**config.mk**
```make
export PLATFORM = sky130hd
export DESIGN_NAME = http_field_content_matcher
export DESIGN_NICKNAME = d
export VERILOG_FILES = /design/src/rtl/core/hfcm_pkg.sv /design/src/rtl/core/hfcm_cfg_regs.sv /design/src/rtl/core/hfcm_pat_cmp.sv /design/src/rtl/core/hfcm_scan.sv /design/src/rtl/core/http_field_content_matcher.sv
export SDC_FILE = /design/constraint.sdc
export NUM_CORES = 2
export LEC_CHECK = 0
export BUFFER_PORTS_ARGS = -buffer_cell sky130_fd_sc_hd__clkbuf_2
export CAP_MARGIN = 30
export CORE_MARGIN = 5
export CORE_UTILIZATION = 57
export CTS_CLUSTER_DIAMETER = 80
export CTS_CLUSTER_SIZE = 8
export DETAILED_ROUTE_END_ITERATION = 8
export PLACE_DENSITY_LB_ADDON = 0.3
export SYNTH_ARGS = -nofsm -noshare
export SYNTH_HDL_FRONTEND = slang
export SYNTH_HIERARCHICAL = 1
export SYNTH_SLANG_ARGS = --single-unit
export TNS_END_PERCENT = 1
```
**constraint.sdc**
```tcl
create_clock -name clk -period 13.6 [get_ports clk]
set_input_delay 0.68 -clock clk [delete_from_list [all_inputs] [get_ports clk]]
set_output_delay 0.68 -clock clk [all_outputs]
set_load 0.01 [all_outputs]
```
**src/rtl/core/hfcm_pkg.sv**
```systemverilog
// Shared types, constants and helpers for the HTTP field content matcher.
// No dependencies; every other file of the block imports this package.
`default_nettype none

package hfcm_pkg;

  localparam int PATTERN_MAX_DEF   = 32;
  localparam int HISTORY_DEPTH_DEF = 40;

  // Pattern storage is fixed at four 64-bit words.
  localparam int PAT_WORDS  = 4;
  localparam int PAT_BYTES  = 8 * PAT_WORDS;
  localparam int PAT_IDX_W  = 5;

  // Longest close marker and longest open marker, in bytes.
  localparam int CLOSE_MAX  = 5;
  localparam int MK_SPAN    = 12;

  localparam logic [5:0] LEN_SAT = 6'd63;

  localparam logic [1:0] PH_SEEK   = 2'd0;
  localparam logic [1:0] PH_INSIDE = 2'd1;
  localparam logic [1:0] PH_CLOSED = 2'd2;
  localparam logic [1:0] PH_EMPTY  = 2'd3;

  localparam logic [2:0] MODE_WHOLE  = 3'd0;
  localparam logic [2:0] MODE_URI    = 3'd1;
  localparam logic [2:0] MODE_HOST   = 3'd2;
  localparam logic [2:0] MODE_AGENT  = 3'd3;
  localparam logic [2:0] MODE_COOKIE = 3'd4;

  localparam logic [2:0] REG_FIELD_MODE     = 3'd0;
  localparam logic [2:0] REG_FOLD_CASE      = 3'd1;
  localparam logic [2:0] REG_PATTERN_LENGTH = 3'd2;
  localparam logic [2:0] REG_PATTERN_WORD_0 = 3'd3;
  localparam logic [2:0] REG_PATTERN_WORD_1 = 3'd4;
  localparam logic [2:0] REG_PATTERN_WORD_2 = 3'd5;
  localparam logic [2:0] REG_PATTERN_WORD_3 = 3'd6;

  // Markers, newest byte in the lowest bits.
  localparam logic [15:0] MK_URI_OPEN  = " /";
  localparam logic [39:0] MK_URI_CLOSE = " HTTP";
  localparam logic [47:0] MK_HOST      = "Host: ";
  localparam logic [95:0] MK_AGENT     = "User-Agent: ";
  localparam logic [63:0] MK_COOKIE    = "Cookie: ";
  localparam logic [15:0] MK_CRLF      = "\r\n";

  localparam logic [2:0] CLOSE_N_URI  = 3'd5;
  localparam logic [2:0] CLOSE_N_CRLF = 3'd2;
  localparam logic [2:0] CLOSE_N_NONE = 3'd0;

  typedef struct packed {
    logic [2:0]             field_mode;
    logic                   fold_case;
    logic [5:0]             pattern_length;
    logic [8*PAT_BYTES-1:0] pattern_words;
  } cfg_t;

  typedef struct packed {
    logic content_match;
    logic region_found;
  } res_t;

  function automatic logic [7:0] fold_byte(input logic en, input logic [7:0] b);
    logic [7:0] r;
    r = b;
    if (en && (b >= 8'h41) && (b <= 8'h5A)) begin
      r = b + 8'd32;
    end
    return r;
  endfunction

endpackage

`default_nettype wire

```
**src/rtl/core/hfcm_cfg_regs.sv**
```systemverilog
// Configuration register file behind the APB-style port.
// Depends on hfcm_pkg for register indexes and the configuration struct.
`default_nettype none

module hfcm_cfg_regs (
  input  logic               clk,
  input  logic               rst_n,
  input  logic               psel,
  input  logic               penable,
  input  logic               pwrite,
  input  logic [5:0]         paddr,
  input  logic [63:0]        pwdata,
  output logic [63:0]        prdata,
  output logic               pready,
  output hfcm_pkg::cfg_t     cfg
);
  import hfcm_pkg::*;

  logic [2:0]  field_mode_r;
  logic        fold_case_r;
  logic [5:0]  pattern_length_r;
  logic [63:0] pattern_word_r [PAT_WORDS];
  logic        wr_en;
  logic [2:0]  reg_idx;

  assign pready  = 1'b1;
  assign reg_idx = paddr[5:3];
  assign wr_en   = psel && penable && pwrite && pready;

  always_ff @(posedge clk) begin
    if (!rst_n) begin
      field_mode_r     <= MODE_WHOLE;
      fold_case_r      <= 1'b0;
      pattern_length_r <= 6'd0;
      for (int w = 0; w < PAT_WORDS; w++) begin
        pattern_word_r[w] <= 64'd0;
      end
    end else if (wr_en) begin
      unique case (reg_idx)
        REG_FIELD_MODE:     field_mode_r      <= pwdata[2:0];
        REG_FOLD_CASE:      fold_case_r       <= pwdata[0];
        REG_PATTERN_LENGTH: pattern_length_r  <= pwdata[5:0];
        REG_PATTERN_WORD_0: pattern_word_r[0] <= pwdata;
        REG_PATTERN_WORD_1: pattern_word_r[1] <= pwdata;
        REG_PATTERN_WORD_2: pattern_word_r[2] <= pwdata;
        REG_PATTERN_WORD_3: pattern_word_r[3] <= pwdata;
        default: ;
      endcase
    end
  end

  always_comb begin
    unique case (reg_idx)
      REG_FIELD_MODE:     prdata = {61'd0, field_mode_r};
      REG_FOLD_CASE:      prdata = {63'd0, fold_case_r};
      REG_PATTERN_LENGTH: prdata = {58'd0, pattern_length_r};
      REG_PATTERN_WORD_0: prdata = pattern_word_r[0];
      REG_PATTERN_WORD_1: prdata = pattern_word_r[1];
      REG_PATTERN_WORD_2: prdata = pattern_word_r[2];
      REG_PATTERN_WORD_3: prdata = pattern_word_r[3];
      default:            prdata = 64'd0;
    endcase
  end

  assign cfg.field_mode     = field_mode_r;
  assign cfg.fold_case      = fold_case_r;
  assign cfg.pattern_length = pattern_length_r;
  assign cfg.pattern_words  = {pattern_word_r[3], pattern_word_r[2],
                               pattern_word_r[1], pattern_word_r[0]};

endmodule

`default_nettype wire

```
**src/rtl/core/hfcm_pat_cmp.sv**
```systemverilog
// Parallel compare of the configured pattern against a window of payload bytes.
// Depends on hfcm_pkg for the case-fold helper and pattern storage sizes.
`default_nettype none

module hfcm_pat_cmp #(
  parameter int PATTERN_MAX = hfcm_pkg::PATTERN_MAX_DEF
) (
  input  logic [7:0]                        seg [PATTERN_MAX],
  input  logic                              fold_case,
  input  logic [5:0]                        pattern_length,
  input  logic [8*hfcm_pkg::PAT_BYTES-1:0]  pattern_words,
  output logic                              hit
);
  import hfcm_pkg::*;

  logic [5:0]           diff;
  logic [PAT_IDX_W-1:0] idx;
  logic [7:0]           pat_b;

  // Window byte k lines up with pattern byte (length - 1 - k).
  always_comb begin
    diff  = 6'd0;
    idx   = '0;
    pat_b = 8'd0;
    hit   = (pattern_length != 6'd0) && (pattern_length <= 6'(PATTERN_MAX));
    for (int k = 0; k < PATTERN_MAX; k++) begin
      if (6'(k) < pattern_length) begin
        diff  = pattern_length - 6'(k) - 6'd1;
        idx   = diff[PAT_IDX_W-1:0];
        pat_b = pattern_words[{idx, 3'b000} +: 8];
        if (fold_byte(fold_case, seg[k]) != fold_byte(fold_case, pat_b)) begin
          hit = 1'b0;
        end
      end
    end
  end

endmodule

`default_nettype wire

```
**src/rtl/core/hfcm_scan.sv**
```systemverilog
// Per-packet scanner: byte history, region tracking and the packet result.
// Depends on hfcm_pkg and instantiates hfcm_pat_cmp.
`default_nettype none

module hfcm_scan #(
  parameter int PATTERN_MAX   = hfcm_pkg::PATTERN_MAX_DEF,
  parameter int HISTORY_DEPTH = hfcm_pkg::HISTORY_DEPTH_DEF
) (
  input  logic            clk,
  input  logic            rst_n,
  input  hfcm_pkg::cfg_t  cfg,
  input  logic            step,
  input  logic [7:0]      payload_byte,
  input  logic            last_byte,
  input  logic            is_http,
  input  logic            no_payload,
  output logic            ends,
  output hfcm_pkg::res_t  res
);
  import hfcm_pkg::*;

  localparam int WIN_LEN = PATTERN_MAX + CLOSE_MAX;

  logic [7:0]  hist_r   [HISTORY_DEPTH];
  logic [7:0]  hist_sh  [HISTORY_DEPTH];
  logic [7:0]  win      [WIN_LEN];
  logic [7:0]  seg      [PATTERN_MAX];
  logic [8*MK_SPAN-1:0] recent;

  logic [1:0]  phase_r, phase_nxt, phase_a, phase_f;
  logic [5:0]  len_r, len_nxt, len_a, len_b;
  logic        hit_r, hit_nxt, hit_a;
  logic        first_r, first_nxt;
  logic        http_r, http_nxt, http_cur;

  logic        take, whole, is_uri, proc;
  logic        open_hit, close_hit, pat_hit, found;
  logic [2:0]  close_n;

  assign hist_sh[0] = payload_byte;
  for (genvar i = 1; i < HISTORY_DEPTH; i++) begin : g_shift
    assign hist_sh[i] = hist_r[i-1];
  end

  for (genvar i = 0; i < WIN_LEN; i++) begin : g_win
    if (i < HISTORY_DEPTH) begin : g_in
      assign win[i] = hist_sh[i];
    end else begin : g_out
      assign win[i] = 8'h00;
    end
  end

  for (genvar i = 0; i < MK_SPAN; i++) begin : g_recent
    assign recent[8*i +: 8] = hist_sh[i];
  end

  assign whole  = !((cfg.field_mode >= MODE_URI) && (cfg.field_mode <= MODE_COOKIE));
  assign is_uri = (cfg.field_mode == MODE_URI);

  for (genvar k = 0; k < PATTERN_MAX; k++) begin : g_seg
    assign seg[k] = whole ? win[k] : (is_uri ? win[k + 5] : win[k + 2]);
  end

  hfcm_pat_cmp #(
    .PATTERN_MAX (PATTERN_MAX)
  ) u_pat_cmp (
    .seg            (seg),
    .fold_case      (cfg.fold_case),
    .pattern_length (cfg.pattern_length),
    .pattern_words  (cfg.pattern_words),
    .hit            (pat_hit)
  );

  always_comb begin
    case (cfg.field_mode)
      MODE_URI: begin
        open_hit  = (recent[15:0] == MK_URI_OPEN);
        close_hit = (recent[39:0] == MK_URI_CLOSE);
        close_n   = CLOSE_N_URI;
      end
      MODE_HOST: begin
        open_hit  = (recent[47:0] == MK_HOST);
        close_hit = (recent[15:0] == MK_CRLF);
        close_n   = CLOSE_N_CRLF;
      end
      MODE_AGENT: begin
        open_hit  = (recent[95:0] == MK_AGENT);
        close_hit = (recent[15:0] == MK_CRLF);
        close_n   = CLOSE_N_CRLF;
      end
      MODE_COOKIE: begin
        open_hit  = (recent[63:0] == MK_COOKIE);
        close_hit = (recent[15:0] == MK_CRLF);
        close_n   = CLOSE_N_CRLF;
      end
      default: begin
        open_hit  = 1'b0;
        close_hit = 1'b0;
        close_n   = CLOSE_N_NONE;
      end
    endcase
  end

  always_comb begin
    take     = !no_payload;
    ends     = last_byte || no_payload;
    http_cur = first_r ? is_http : http_r;
    phase_a  = phase_r;
    len_a    = len_r;
    len_b    = len_r;
    hit_a    = hit_r;
    proc     = 1'b0;

    if (take) begin
      if (phase_r == PH_SEEK) begin
        if (whole) begin
          phase_a = PH_INSIDE;
          len_a   = 6'd0;
          proc    = 1'b1;
        end else if (open_hit) begin
          phase_a = PH_INSIDE;
          len_a   = is_uri ? 6'd1 : 6'd0;
        end
      end else if (phase_r == PH_INSIDE) begin
        proc = 1'b1;
      end

      if (proc) begin
        len_b = (len_a == LEN_SAT) ? len_a : len_a + 6'd1;
        len_a = len_b;
        if (({1'b0, len_b} >= ({4'd0, close_n} + {1'b0, cfg.pattern_length})) && pat_hit) begin
          hit_a = 1'b1;
        end
        if (!whole && (len_b >= {3'd0, close_n}) && close_hit) begin
          phase_a = (len_b > {3'd0, close_n}) ? PH_CLOSED : PH_EMPTY;
        end
      end
    end

    phase_f = phase_a;
    if ((phase_a == PH_INSIDE) && whole) begin
      phase_f = (len_a != 6'd0) ? PH_CLOSED : PH_EMPTY;
    end
    found             = (phase_f == PH_CLOSED);
    res.region_found  = found;
    res.content_match = !http_cur || (found && hit_a);

    phase_nxt = ends ? PH_SEEK : phase_a;
    len_nxt   = ends ? 6'd0    : len_a;
    hit_nxt   = ends ? 1'b0    : hit_a;
    first_nxt = ends;
    http_nxt  = ends ? 1'b0    : http_cur;
  end

  always_ff @(posedge clk) begin
    if (!rst_n) begin
      phase_r <= PH_SEEK;
      len_r   <= 6'd0;
      hit_r   <= 1'b0;
      first_r <= 1'b1;
      http_r  <= 1'b0;
      for (int i = 0; i < HISTORY_DEPTH; i++) begin
        hist_r[i] <= 8'h00;
      end
    end else if (step) begin
      phase_r <= phase_nxt;
      len_r   <= len_nxt;
      hit_r   <= hit_nxt;
      first_r <= first_nxt;
      http_r  <= http_nxt;
      for (int i = 0; i < HISTORY_DEPTH; i++) begin
        if (ends) begin
          hist_r[i] <= 8'h00;
        end else if (take) begin
          hist_r[i] <= hist_sh[i];
        end
      end
    end
  end

endmodule

`default_nettype wire

```
**src/rtl/core/http_field_content_matcher.sv**
```systemverilog
// Top level of the HTTP field content matcher: input stage, scanner, result stage.
// Depends on hfcm_pkg, hfcm_cfg_regs, hfcm_scan and hfcm_pat_cmp.
`default_nettype none

// The block takes one payload byte per clock cycle when its input is not stalled
// and gives one result transfer per packet, on the item that ends it. An accepted
// byte is held in the input register while the scanner updates its history and
// region state; the result enters the output register, which drives out_valid, as
// the ending byte leaves the input register. The input and output registers are
// separate, so bytes keep flowing while a result waits; only a packet-ending byte
// waits behind an untaken result. The rate is set by the single pass of marker and
// pattern compares over the byte history. Configuration registers sit at byte
// address 8 times their index and take an ordinary setup and access write; the
// user must write them only while no packet is in flight; the block does not check.
module http_field_content_matcher #(
  parameter int PATTERN_MAX   = hfcm_pkg::PATTERN_MAX_DEF,
  parameter int HISTORY_DEPTH = hfcm_pkg::HISTORY_DEPTH_DEF
) (
  input  logic        clk,
  input  logic        rst_n,
  input  logic        in_valid,
  output logic        in_ready,
  input  logic [7:0]  in_payload_byte,
  input  logic        in_last_byte,
  input  logic        in_is_http,
  input  logic        in_no_payload,
  output logic        out_valid,
  input  logic        out_ready,
  output logic        out_content_match,
  output logic        out_region_found,
  input  logic        psel,
  input  logic        penable,
  input  logic        pwrite,
  input  logic [5:0]  paddr,
  input  logic [63:0] pwdata,
  output logic [63:0] prdata,
  output logic        pready
);
  import hfcm_pkg::*;

  cfg_t       cfg;
  res_t       res;
  logic       s1_v_r;
  logic [7:0] s1_byte_r;
  logic       s1_last_r;
  logic       s1_http_r;
  logic       s1_none_r;
  logic       s1_ends;
  logic       advance;
  logic       out_v_r;
  res_t       out_r;

  hfcm_cfg_regs u_cfg_regs (
    .clk     (clk),
    .rst_n   (rst_n),
    .psel    (psel),
    .penable (penable),
    .pwrite  (pwrite),
    .paddr   (paddr),
    .pwdata  (pwdata),
    .prdata  (prdata),
    .pready  (pready),
    .cfg     (cfg)
  );

  hfcm_scan #(
    .PATTERN_MAX   (PATTERN_MAX),
    .HISTORY_DEPTH (HISTORY_DEPTH)
  ) u_scan (
    .clk          (clk),
    .rst_n        (rst_n),
    .cfg          (cfg),
    .step         (advance),
    .payload_byte (s1_byte_r),
    .last_byte    (s1_last_r),
    .is_http      (s1_http_r),
    .no_payload   (s1_none_r),
    .ends         (s1_ends),
    .res          (res)
  );

  assign advance  = s1_v_r && (!s1_ends || !out_v_r || out_ready);
  assign in_ready = !s1_v_r || advance;

  always_ff @(posedge clk) begin
    if (!rst_n) begin
      s1_v_r <= 1'b0;
    end else if (in_valid && in_ready) begin
      s1_v_r <= 1'b1;
    end else if (advance) begin
      s1_v_r <= 1'b0;
    end
  end

  always_ff @(posedge clk) begin
    if (in_valid && in_ready) begin
      s1_byte_r <= in_payload_byte;
      s1_last_r <= in_last_byte;
      s1_http_r <= in_is_http;
      s1_none_r <= in_no_payload;
    end
  end

  always_ff @(posedge clk) begin
    if (!rst_n) begin
      out_v_r <= 1'b0;
    end else if (advance && s1_ends) begin
      out_v_r <= 1'b1;
    end else if (out_ready) begin
      out_v_r <= 1'b0;
    end
  end

  always_ff @(posedge clk) begin
    if (advance && s1_ends) begin
      out_r <= res;
    end
  end

  assign out_valid         = out_v_r;
  assign out_content_match = out_r.content_match;
  assign out_region_found  = out_r.region_found;

  // A packet-ending byte never overwrites a result that has not been taken.
  a_no_result_overrun: assert property (@(posedge clk) disable iff (!rst_n)
    (s1_v_r && s1_ends && out_v_r && !out_ready) |-> !advance)
    else $error("packet end advanced over a pending result");

  // A finished packet always raises out_valid in the next cycle.
  a_result_follows_end: assert property (@(posedge clk) disable iff (!rst_n)
    (advance && s1_ends) |=> out_v_r)
    else $error("packet end gave no result");

  // The input side only stalls behind a held packet-ending byte while a result is pending.
  a_stall_has_cause: assert property (@(posedge clk) disable iff (!rst_n)
    !in_ready |-> (s1_v_r && s1_ends && out_v_r))
    else $error("input stalled without a waiting packet end");

endmodule

`default_nettype wire

```
Word-level counts from Yosys, hierarchy flattened:

Memory sizes are Yosys's and may differ from the RTL's.
Index checks and enable logic that the tools add are counted.

* register bits after elaboration: 36
* bits in writable memories: 576
* memories: 2

Memories
* u_scan.hist_r: depth 40, bits a word 8, rd ports 39, clocked after memory_dff 0, write ports 40, line hfcm_scan.sv:24 `logic [7:0] hist_r [HISTORY_DEPTH];`
* u_cfg_regs.pattern_word_r: depth 4, bits a word 64, rd ports 4, clocked after memory_dff 0, write ports 4, line hfcm_cfg_regs.sv:22 `logic [63:0] pattern_word_r [PAT_WORDS];`

* bitwise operators: 84
* eq/ne operators: 52
* reduce and logical (&&, ||, !) cells: 160
* muxes and demuxes: 403
* shift operators: 32
* add/subtract/negate cells: 128
* order comparisons: 166

Operator list (count)
* $shiftx 256x9->8: 32
* $mux 8: 272
* $add 8x6->8 const B: 64
* $ge 8x7->1 const B: 64
* $le 8x7->1 const B: 64
* $pmux 64 s7: 1
* $mux 64: 4
* $ne 8x8->1: 32
* $sub 5x1->5 const B: 32
* $logic_and 1x1->1: 140
* $mux 1: 107
* $eq 96x95->1 const B: 1
* $lt 5x6->1 const A: 16
* $or 1x1->1: 84
* $sub 5x5->5 const B: 16
* $eq 64x63->1 const B: 1
* $eq 48x47->1 const B: 1
* $lt 4x6->1 const A: 8
* $mux 6: 8
* $eq 40x38->1 const B: 1
* $sub 5x4->5 const B: 8
* $lt 3x6->1 const A: 4
* $sub 5x3->5 const B: 4
* $eq 16x14->1 const B: 1
* other kinds (30): 60

Longest topological paths before layout:

* depth in word-level cells: 79
* depth in mapped cells: 37

Cells and area by module:

Netlist, hierarchy kept.

Modules (own cells, without submodules)
* hfcm_pat_cmp: instances 1, cells each 3838, area each 37055.5 µm², seq. area each 0.0 µm²
* hfcm_scan: instances 1, cells each 1745, area each 17807.1 µm², seq. area each 8868.5 µm²
* hfcm_cfg_regs: instances 1, cells each 904, area each 12077.8 µm², seq. area each 7887.6 µm²
* http_field_content_matcher: instances 1, cells each 25, area each 508.0 µm², seq. area each 430.4 µm²

Worst setup path after synthesis:

No wires, ideal clock.

* kind: input to register
* start point: in out_ready
* end point: reg u_scan.http_r
* stages: 7
* required time: 13.478 ns
* setup slack: 5.748 ns
* buffers on the path: 1
* setup time: 0.122 ns
* data arrival time: 7.730 ns
* cells stage by stage: and2b_1 > a21boi_1 > nor2b_1 > clkbuf_1 > inv_1 > o21ai_0 > a32o_1

* longest elaborated chain between the ends: 2

RTL lines
* start, declared: line http_field_content_matcher.sv:28 `input logic out_ready,`
* $logic_or 1x1->1: line http_field_content_matcher.sv:82 `assign advance = s1_v_r && (!s1_ends || !out_v_r || out_ready);`
* $logic_and 1x1->1: line http_field_content_matcher.sv:82
* via advance: line http_field_content_matcher.sv:49 `logic advance;`
* end signal, assigned: line hfcm_scan.sv:170 `http_r <= http_nxt;`
* end, declared: line hfcm_scan.sv:34 `logic http_r, http_nxt, http_cur;`

The timed path passes the listed nets, and every way through them passes these cells.
A chain may end at the register's enable or synchronous reset.

==> results.json <==
{
  "status": "completed",
  "ys_seq_area_frac": 0.255,
  "min_path_type": "input pin to flop",
  "worst_pin_slew_ns": 1.26,
  "synth_cell_types": 123,
  "ys_seq_elements": 580,
  "hold_depth": 1,
  "cts_setup_buffers": 0,
  "place_congestion": 1.11,
  "relSlewSlack": 0.160,
  "cp_slowest_cell": "o32ai_2",
  "grt_antenna_before_repair": 13,
  "port_buffers": 152,
  "crit_fanout": 32,
  "drt_first_pass_iters": 6,
  "cellPowerDensity_mw_per_mm2": 80.1,
  "ys_warn_count": 6,
  "core_area_mm2": 0.118,
  "tns_ns": 0,
  "reg2reg_slack_ns": 4.70,
  "yosys.area.top_type": "edfxtp_1",
  "r2r_end": "out_content_match$_DFFE_PP_",
  "synth_edf_count": 557,
  "multi_input_area_mm2": 0.0476,
  "cap_viol_max_count": 0,
  "grt_pass1_vias": 57091,
  "layout_common_cells": "mux2i_1, nand2_1, mux4_2",
  "grt_pass1_wl_um": 427000,
  "final_cells": 8027,
  "ant_nets": 0,
  "cts_made_buffers": 85,
  "first_iter_violations": 10402,
  "fp.dieW_um": 354,
  "grt_max_degree": 253,
  "drive_gt1_frac": 0.204,
  "rsz0062_at_grt": "false",
  "htreeDepth": 3,
  "die_h_um": 354,
  "async_reset_ff_frac": 0,
  "endpoint_kind": "flop",
  "r2r_cells": 25,
  "dp_hpwl_um": 235000,
  "die_area_mm2": 0.125,
  "crit_path_start_kind": "flop",
  "nets": 6625,
  "cts.repair.resized": 0,
  "finalHoldViolations": 0,
  "cp.required_ns": 14.13,
  "clockRootBuffer": "clkbuf_16",
  "syn-num-nets": 6691,
  "wl_per_cell_um": 38.2,
  "hold-worst-slack_ns": 0.164,
  "peakVddDrop_mv": 0.108,
  "fin_crit_ns": 8.90,
  "fill_cells": 9645,
  "hold_end": "s1_byte_r[1]$_DFFE_PP_",
  "critPathMaxStageDelay_ns": 0.95,
  "setup_viol": 0,
  "clk-insertion-delay-late_ns": 0.70,
  "synthTopCellsByArea": "edfxtp_1, mux4_2, mux2i_1",
  "areaGrowthSynthToFinish_pct": 6.63,
  "use_met3": 0.175,
  "stdcell_area_mm2": 0.0719,
  "cts_tree": "built",
  "dp.cells": 7880,
  "arrival_ns": 9.43,
  "rows": 126,
  "top_usage_layer": "met2",
  "crit-reg2reg-launch": "u_cfg_regs/pattern_length_r[1]$_SDFFE_PN0P_",
  "cellLeakagePower_nw": 25.1,
  "netlist_instances": 6512,
  "ios": 157,
  "postCtsHoldBufs": 0,
  "track_usage": 0.473,
  "timing.final.crit_share": 0.655,
  "fin_skew_ns": 0.0275,
  "via_per_inst": 7.66,
  "path_common_cell": "buf_4",
  "slew_violations": 0,
  "fmax_mhz": 112,
  "place_ws_ns": 5.18,
  "syn_avg_cell_area_um2": 10.4,
  "synth_flop_cell": "edfxtp_1",
  "final_common_cell": "mux2i_1",
  "netlist.area_leader.share": 0.248,
  "vias": 61502,
  "clk_pin_slew_ns": 0.06,
  "place_area_mm2": 0.0693,
  "crit_type": "flop to flop",
  "clock_sinks": 580,
  "use_met1": 0.604,
  "synth_area_mm2": 0.0674,
  "overflow": 0,
  "start_util": 0.573,
  "grtUsageMet2": 0.660,
  "clk_path_buf_depth": 3,
  "drcViolationCount": 0,
  "seqCellArea_mm2": 0.0172,
  "worstHoldStart": "in_payload_byte[1]",
  "fin_ws_ns": 4.70,
  "routed_wl_um": 307000
}
==> power by group <==
group          switching (mW)  total, mW  internal [mW]
registers               0.226       2.29           2.06
clock network           0.805       1.97           1.17
logic                   0.937       1.50          0.564
==> worst max-delay path by stage <==
stage / from / end / slack, ns / cells past startpoint
CTS: u_cfg_regs/pattern_length_r[0]$_SDFFE_PN0P_ / out_content_match$_DFFE_PP_ / 5.06 / 20
detailed placement: u_cfg_regs/pattern_length_r[0]$_SDFFE_PN0P_ / out_content_match$_DFFE_PP_ / 5.18 / 20
global placement: u_cfg_regs/pattern_length_r[1]$_SDFFE_PN0P_ / out_content_match$_DFFE_PP_ / 5.28 / 25
finish: u_cfg_regs/pattern_length_r[1]$_SDFFE_PN0P_ / out_content_match$_DFFE_PP_ / 4.70 / 25
floorplan: out_ready / u_scan/http_r$_SDFFE_PN0P_ / 5.75 / 7
global route: u_cfg_regs/pattern_length_r[0]$_SDFFE_PN0P_ / out_content_match$_DFFE_PP_ / 4.63 / 20
==> logic make-up after synthesis <==
| kind of cell | after synthesis | share of synthesized area |
|---|---|---|
| flip-flops | 580 | 0.255 |
| other | 1 | 0.0000556 |
| multiplexers | 1665 | 0.364 |
| AO/OA/AOI/OAI | 1044 | 0.103 |
| XOR/XNOR | 323 | 0.0449 |
| adder cells (fa/ha/maj) | 92 | 0.0171 |
| AND/OR/NAND/NOR | 2211 | 0.170 |
| buffers and inverters | 596 | 0.0457 |
==> state kept, by name, indices dropped and copies added, names as in the netlist <==
register,cells
s1_v_r,1
u_scan/http_r,1
u_cfg_regs/pattern_length_r,6
s1_none_r,1
s1_last_r,1
u_scan/phase_r,2
out_content_match,1
out_region_found,1
u_cfg_regs/pattern_word_r,256
u_scan/hist_r,288
u_cfg_regs/fold_case_r,1
u_scan/hit_r,1
u_scan/len_r,6
s1_http_r,1
u_scan/first_r,1
out_valid,1
u_cfg_regs/field_mode_r,3
s1_byte_r,8
==> Yosys cell counts, drive strengths merged (152+ instances only) <==
cell,n
mux2i,900
nand2,667
mux4,613
edfxtp,557
and2,556
o21ai,395
nor2,270
buf,249
clkbuf,249
xnor2,181
nand3,174
mux2,152
==> metal layers <==
layer	vias up	wire (µm)
met5	-	42
met4	6	29200
met3	1047	45800
met2	5137	124000
met1	30241	108000
li1	25071	-
==> worst max-delay path, delay by kind of cell (launching register included) <==
family	cells	cell delay, ns
buffers and inverters	4	1.68
adder cells (fa/ha/maj)	2	0.77
flip-flops	1	0.45
XOR/XNOR	1	0.14
AND/OR/NAND/NOR	8	1.75
AO/OA/AOI/OAI	10	3.87
==> through the flow <==
step | utilization | total power [mW]
2_1_floorplan | - | 3.12
3_3_place_gp | 0.587 | 3.69
3_5_place_dp | 0.589 | 3.72
4_1_cts | 0.609 | 5.68
5_1_grt | 0.611 | 5.90
6_report | 0.611 | 5.76
==> cell type report <==
| cell class | instances | area share |
|---|---|---|
| Multi-Input combinational cell | 5336 | 0.662 |
| Sequential cell | 580 | 0.239 |
| Timing Repair Buffer | 345 | 0.0322 |
| Clock buffer | 113 | 0.0313 |
| Tap cell | 1536 | 0.0267 |
| Inverter | 98 | 0.00543 |
| Clock inverter | 11 | 0.00231 |
| Antenna cell | 8 | 0.000278 |
Power figures use the tool's default switching activity.
